<file path="config.mk">
export PLATFORM = sky130hd
export DESIGN_NAME = sha_ctrl
export DESIGN_NICKNAME = d
export VERILOG_FILES = /design/src/hw/rtl/sha_pkg.sv /design/src/hw/rtl/sha_ctrl.sv
export SDC_FILE = /design/constraint.sdc
export NUM_CORES = 1
export LEC_CHECK = 0
export ABC_AREA = 0
export BUFFER_PORTS_ARGS = -buffer_cell sky130_fd_sc_hd__clkbuf_2
export CORE_MARGIN = 2
export CORE_UTILIZATION = 40
export DETAILED_ROUTE_END_ITERATION = 10
export PLACE_DENSITY = 0.75
export SETUP_SLACK_MARGIN = 0.02
export SLEW_MARGIN = 20
export SYNTH_ARGS = -nofsm -noshare
export SYNTH_HDL_FRONTEND = slang
export SYNTH_SLANG_ARGS = --single-unit
</file>
<file path="constraint.sdc">
create_clock -name clk -period 4.6 [get_ports clk]
set_clock_uncertainty 0.05 [all_clocks]
set_input_delay 0.46 -clock clk [delete_from_list [all_inputs] [get_ports clk]]
set_output_delay 0.46 -clock clk [all_outputs]
set_load 0.005 [all_outputs]
</file>
<file path="src/hw/rtl/sha_pkg.sv">
// Package: types, constants and functions of the SHA-512 engine.
`default_nettype none
package sha_pkg;
  localparam int LenBits = 64;
  localparam logic [63:0] LoMask =
    (LenBits >= 64) ? '1 : ((64'd1 << (LenBits % 64)) - 64'd1);
  localparam logic [63:0] HiMask =
    (LenBits >= 128) ? '1 : (LenBits <= 64) ? '0 : ((64'd1 << (LenBits % 64)) - 64'd1);

  typedef struct packed {
    logic [7:0] data_byte;
    logic       has_data;
    logic       last_byte;
  } sha_in_t;

  typedef struct packed {
    logic [63:0] digest_word;
    logic [2:0]  word_index;
    logic        last_word;
  } sha_out_t;

  typedef enum logic [2:0] {
    CMD_NONE, CMD_INIT, CMD_PUT, CMD_START, CMD_ROUND, CMD_ADD, CMD_RESET
  } sha_op_t;

  typedef struct packed {
    sha_op_t     op;
    logic [6:0]  pos;
    logic [7:0]  bval;
    logic [6:0]  rnd;
  } sha_cmd_t;

  typedef struct packed {
    logic [6:0]  pos;
    logic [63:0] lo;
    logic [63:0] hi;
  } sha_stat_t;

  function automatic logic [63:0] init_h(input logic [2:0] i);
    case (i)
      3'd0: init_h = 64'h6a09e667f3bcc908;
      3'd1: init_h = 64'hbb67ae8584caa73b;
      3'd2: init_h = 64'h3c6ef372fe94f82b;
      3'd3: init_h = 64'ha54ff53a5f1d36f1;
      3'd4: init_h = 64'h510e527fade682d1;
      3'd5: init_h = 64'h9b05688c2b3e6c1f;
      3'd6: init_h = 64'h1f83d9abfb41bd6b;
      default: init_h = 64'h5be0cd19137e2179;
    endcase
  endfunction

  localparam logic [63:0] RoundK [80] = '{
    64'h428a2f98d728ae22, 64'h7137449123ef65cd, 64'hb5c0fbcfec4d3b2f, 64'he9b5dba58189dbbc,
    64'h3956c25bf348b538, 64'h59f111f1b605d019, 64'h923f82a4af194f9b, 64'hab1c5ed5da6d8118,
    64'hd807aa98a3030242, 64'h12835b0145706fbe, 64'h243185be4ee4b28c, 64'h550c7dc3d5ffb4e2,
    64'h72be5d74f27b896f, 64'h80deb1fe3b1696b1, 64'h9bdc06a725c71235, 64'hc19bf174cf692694,
    64'he49b69c19ef14ad2, 64'hefbe4786384f25e3, 64'h0fc19dc68b8cd5b5, 64'h240ca1cc77ac9c65,
    64'h2de92c6f592b0275, 64'h4a7484aa6ea6e483, 64'h5cb0a9dcbd41fbd4, 64'h76f988da831153b5,
    64'h983e5152ee66dfab, 64'ha831c66d2db43210, 64'hb00327c898fb213f, 64'hbf597fc7beef0ee4,
    64'hc6e00bf33da88fc2, 64'hd5a79147930aa725, 64'h06ca6351e003826f, 64'h142929670a0e6e70,
    64'h27b70a8546d22ffc, 64'h2e1b21385c26c926, 64'h4d2c6dfc5ac42aed, 64'h53380d139d95b3df,
    64'h650a73548baf63de, 64'h766a0abb3c77b2a8, 64'h81c2c92e47edaee6, 64'h92722c851482353b,
    64'ha2bfe8a14cf10364, 64'ha81a664bbc423001, 64'hc24b8b70d0f89791, 64'hc76c51a30654be30,
    64'hd192e819d6ef5218, 64'hd69906245565a910, 64'hf40e35855771202a, 64'h106aa07032bbd1b8,
    64'h19a4c116b8d2d0c8, 64'h1e376c085141ab53, 64'h2748774cdf8eeb99, 64'h34b0bcb5e19b48a8,
    64'h391c0cb3c5c95a63, 64'h4ed8aa4ae3418acb, 64'h5b9cca4f7763e373, 64'h682e6ff3d6b2b8a3,
    64'h748f82ee5defb2fc, 64'h78a5636f43172f60, 64'h84c87814a1f0ab72, 64'h8cc702081a6439ec,
    64'h90befffa23631e28, 64'ha4506cebde82bde9, 64'hbef9a3f7b2c67915, 64'hc67178f2e372532b,
    64'hca273eceea26619c, 64'hd186b8c721c0c207, 64'heada7dd6cde0eb1e, 64'hf57d4f7fee6ed178,
    64'h06f067aa72176fba, 64'h0a637dc5a2c898a6, 64'h113f9804bef90dae, 64'h1b710b35131c471b,
    64'h28db77f523047d84, 64'h32caab7b40c72493, 64'h3c9ebe0a15c9bebc, 64'h431d67c49c100d4c,
    64'h4cc5d4becb3e42b6, 64'h597f299cfc657e2a, 64'h5fcb6fab3ad6faec, 64'h6c44198c4a475817
  };
endpackage
`default_nettype wire

</file>
<file path="src/hw/rtl/sha_ctrl.sv">
// Controller: intake, padding sequence, round sequencing and digest output.
`default_nettype none
module sha_ctrl
  import sha_pkg::*;
(
  input  wire logic        clk,
  input  wire logic        rst,
  input  wire logic        in_valid,
  input  wire sha_in_t     in_item,
  output logic             in_stall,
  output logic             out_valid,
  output logic [2:0]       out_idx,
  input  wire logic        out_stall,
  output sha_cmd_t         cmd,
  output logic [2:0]       rd_idx,
  input  wire sha_stat_t   stat
);
  typedef enum logic [2:0] {
    S_IDLE, S_START, S_ROUND, S_ADD, S_PAD, S_OUT, S_CLR
  } state_t;

  state_t      state;
  logic [6:0]  rnd;
  logic [6:0]  ppos;
  logic        finishing;
  logic        pend_last;
  logic        wrap_pad;
  logic        tail_pad;
  logic [7:0]  pbyte;
  logic        acc;

  assign in_stall = (state != S_IDLE);
  assign acc = in_valid && !in_stall;
  assign rd_idx = out_idx;

  // wrap_pad: block without the length field; tail_pad: block after it, no 0x80
  always_comb begin
    if (!tail_pad && ppos == stat.pos) begin
      pbyte = 8'h80;
    end else if (!wrap_pad && ppos >= 7'd120) begin
      pbyte = 8'(stat.lo >> {3'd7 - ppos[2:0], 3'd0});
    end else if (!wrap_pad && ppos >= 7'd112) begin
      pbyte = 8'(stat.hi >> {3'd7 - ppos[2:0], 3'd0});
    end else begin
      pbyte = 8'h00;
    end
    cmd = '{op: CMD_NONE, pos: ppos, bval: pbyte, rnd: rnd};
    case (state)
      S_IDLE: begin
        cmd.pos = stat.pos;
        cmd.bval = in_item.data_byte;
        if (acc && in_item.has_data) begin
          cmd.op = CMD_INIT;
        end
      end
      S_PAD: cmd.op = CMD_PUT;
      S_START: cmd.op = CMD_START;
      S_ROUND: cmd.op = CMD_ROUND;
      S_ADD: cmd.op = CMD_ADD;
      S_CLR: cmd.op = CMD_RESET;
      default: ;
    endcase
  end

  always_ff @(posedge clk) begin
    if (rst) begin
      state <= S_IDLE;
      rnd <= '0;
      ppos <= '0;
      finishing <= 1'b0;
      pend_last <= 1'b0;
      wrap_pad <= 1'b0;
      tail_pad <= 1'b0;
      out_valid <= 1'b0;
      out_idx <= '0;
    end else begin
      case (state)
        S_IDLE: begin
          if (acc) begin
            if (in_item.has_data && stat.pos == 7'd127) begin
              pend_last <= in_item.last_byte;
              state <= S_START;
            end else if (in_item.last_byte) begin
              state <= S_PAD;
              finishing <= 1'b1;
              ppos <= in_item.has_data ? stat.pos + 7'd1 : stat.pos;
              wrap_pad <= in_item.has_data ? (stat.pos >= 7'd111) : (stat.pos >= 7'd112);
            end
          end
        end
        S_PAD: begin
          ppos <= ppos + 7'd1;
          if (ppos == 7'd127) begin
            state <= S_START;
          end
        end
        S_START: begin
          rnd <= '0;
          state <= S_ROUND;
        end
        S_ROUND: begin
          if (rnd == 7'd79) begin
            rnd <= '0;
            state <= S_ADD;
          end else begin
            rnd <= rnd + 7'd1;
          end
        end
        S_ADD: begin
          if (finishing) begin
            if (wrap_pad) begin
              wrap_pad <= 1'b0;
              tail_pad <= 1'b1;
              state <= S_PAD;
            end else begin
              state <= S_OUT;
              out_valid <= 1'b1;
              out_idx <= '0;
            end
          end else if (pend_last) begin
            finishing <= 1'b1;
            pend_last <= 1'b0;
            ppos <= 7'd0;
            state <= S_PAD;
          end else begin
            state <= S_IDLE;
          end
        end
        S_OUT: begin
          if (!out_stall) begin
            out_idx <= out_idx + 3'd1;
            if (out_idx == 3'd7) begin
              out_valid <= 1'b0;
              state <= S_CLR;
            end
          end
        end
        S_CLR: begin
          finishing <= 1'b0;
          tail_pad <= 1'b0;
          state <= S_IDLE;
        end
        default: state <= S_IDLE;
      endcase
    end
  end
endmodule
`default_nettype wire

</file>
==> summary.txt <==
Status: finished clean
Final Max Tran Viols: 0
Post-synth top cells: nand2_1 (41), nor2_1 (28), a21oi_1 (27), mux2i_1 (27), o21ai_0 (26)
Final core utilization: 54.3%
Post-DRT Antenna Nets: 0
Cts hold-fix bufs: 0
CTS resizes: 0
Synthesis warning total: 0
First-pass GRT wire length: 16.9 mm
Largest net degree at the start of global routing: 35
Setup crit end kind: output port
NumNets Final: 691
Main synth FF type: dfxtp_1
Total GRT Usage: 24.7%
Final Cycle Share: 71.7%
Drt wl/cell: 16.8 µm
Clock Path Buffers: 2
Vias in the first global route: 3476
Total CTS buffers: 3
Flop-to-flop setup slack: 2310 ps
Fin crit period: 3300 ps
Dominant cell type by area after synthesis: dfxtp_1
GRT overflow: 0
Root Driver: clkbuf_8
DRT Pass-1 Iters: 5
Design area: 3980 µm²
Final setup viols: 0
Fmax: 303 MHz
Crit path max fanout: 21
Initial antenna violation count: 0
Clock transition at path regs: 100 ps
PortBufs: 181
Simple-Gate Fraction of Synth Area: 20.1%
Least-Margin Pin Slew: 883 ps
Post-Place Cells: 629
Placer Congestion: 0.932
ANT cells: 0
Seq pwr share: 28.3%
Non-Filler Instances: 633
Top-count cell post-synth: nand2_1
Logic gate share of total power: 63.4%
Psw: 0.808 mW
Post-synthesis mux area share: 23.4%
Max Cap Viol: 0
Die footprint: 8400 µm²
Placed Area: 3930 µm²
Top cells by area, synth: dfxtp_1 (16%), mux4_2 (15%), mux2i_1 (8.8%)
CTS sink count: 25
Crit path DAT: 2790 ps
Top cell type's share of synthesized area: 16.3%
Remaining routing DRC violations: 0
DRT iter0 DRCs: 222
Vias per inst: 5.65
Initial core utilization: 41.9%
Leakage: 1.81 nW
Final Total Pwr: 1.68 mW
Post-Synth XOR/XNOR Area: 4.27%
Syn Nets: 537
Post-CTS Setup Bufs: 0
Int Pwr: 0.871 mW
Die Span Y: 91.7 µm
Synth Instances: 381
Setup TNS: 0 ps
Relative slew slack: 41.1%
Via count: 3575
Final Hold Fails: 0
WL final: 10.6 mm
Required time of the critical path: 4090 ps
CP Class: reg2out
Placement row count: 31
Synth Register Bits: 25
Switching Fraction: 48.1%
Netlist cell types: 55
Clk_lat worst skew: 280 ps
IO Pins: 182
CTS tree: done
Async SR Flop Fraction: 0%
Peak VDD IR: 0.358 mV
Clock Power Share: 8.4%
Register area share after synthesis: 16.3%
EDFF count, synth: 0
Tightest Hold Check Type: reg2reg
Share of layout cells above drive strength 1: 40.3%
Post-Synth Adder-Cell Area: 2.85%
CTS H-tree depth: 1
Unrepaired setup endpoints after global routing: false
P per Cell Area: 422 nW/µm²
Area fraction in compound gates after synthesis: 25.3%
Synthesized area: 3070 µm²
Syn_area_per_cell: 8.07 µm²
Post-DP HPWL: 8.75 mm
Core area: 7330 µm²
Die outline width: 91.7 µm
Area Overhead vs Synth: 29.4%
Worst setup SP type: flip-flop
Largest family of logic cells by synthesized area: compound AO/OA/AOI/OAI gates
==> registers in the layout (all words and copies together) (netlist names) <==
signal / cells
finishing: 1
out_idx: 3
out_valid: 1
pend_last: 1
ppos: 7
rnd: 7
state: 3
tail_pad: 1
wrap_pad: 1
==> kinds of logic (layout without fill, tap and decap cells) <==
group | Yosys count | count (layout)
flip-flops | 25 | 25
buffers and inverters | 47 | 200
adder cells (fa/ha/maj) | 7 | 7
XOR/XNOR | 15 | 15
multiplexers | 47 | 47
AO/OA/AOI/OAI | 119 | 119
AND/OR/NAND/NOR | 121 | 121
==> cell usage in the layout, fill, tap and decap left out, types with 2 or more instances in the layout <==
cell type and n:
ha_1 7, nor2b_1 6, a211oi_1 3, a221oi_1 8
nor4_1 3, o22ai_1 2, nor3_1 3, o21ai_0 26
o21a_1 2, clkbuf_8 3, mux2i_1 27, o31ai_1 2
nand3b_1 4, a21oi_1 27, xnor2_1 5, o211ai_1 10
nand2_1 41, xor2_1 10, dfxtp_1 23, nand3_1 9
a22oi_1 8, buf_4 2, a311oi_1 2, or3_1 3
a31oi_1 9, dfxtp_2 2, inv_1 12, nor2_1 28
clkbuf_2 181, nand4_1 5, mux4_2 20, nand2b_1 6
and3_1 4, a21o_1 9, o21bai_1 2
==> worst max-delay path, stage by stage, from the launching register on <==
cell and delay [ps]:
dfxtp_1 560, nor3_4 570, buf_4 310, clkinv_1 250, nand3_1 170, a21o_1 230
a21oi_1 120, a21o_1 170, clkbuf_2 110
==> cell type report <==
class	count	area, µm²
Sequential cell	25	503
Timing Repair Buffer	183	921
Multi-Input combinational cell	309	2330
Fill cell	708	3350
Clock buffer	3	41.3
Clock inverter	1	5.00
Inverter	13	48.8
Tap cell	99	124
==> path summary, 6_finish.rpt <==
check | startpoint | cells after the start | endpoint
worst max-delay path | state[0] | 8 | cmd[7]
worst min-delay path | out_idx[1] | 2 | out_idx[1]
worst max register to register | state[0] | 5 | state[2]
worst min register to register | out_idx[1] | 2 | out_idx[1]
==> power by group through the flow <==
stage               logic (mW)  clock network [mW]  registers, mW
finish                    1.06               0.140          0.475
global route              1.16               0.150          0.503
CTS                       1.06               0.139          0.472
detailed placement        1.05                   0          0.477
global placement          1.04                   0          0.473
floorplan                0.958                   0          0.293
==> per-stage QoR <==
| step | hold WS, ps | worst slack (ps) |
|---|---|---|
| after global routing | 483 | 1150 |
| after detailed placement | 445 | 1680 |
| after CTS | 459 | 1360 |
| after global placement | 424 | 1780 |
| after floorplan | 387 | 2550 |
| final | 456 | 1300 |
==> layer usage <==
metal | share of wire (%) | wire, µm | global-route usage [%] | vias up
met5 | 0 | 0 | 0 | -
met4 | 1.5 | 160 | 6.31 | 0
met3 | 6.3 | 669 | 3.29 | 16
met2 | 51 | 5440 | 45.0 | 167
met1 | 41 | 4360 | 30.4 | 1657
li1 | - | - | - | 1735
No activity file was read; power rests on OpenSTA's default activity.
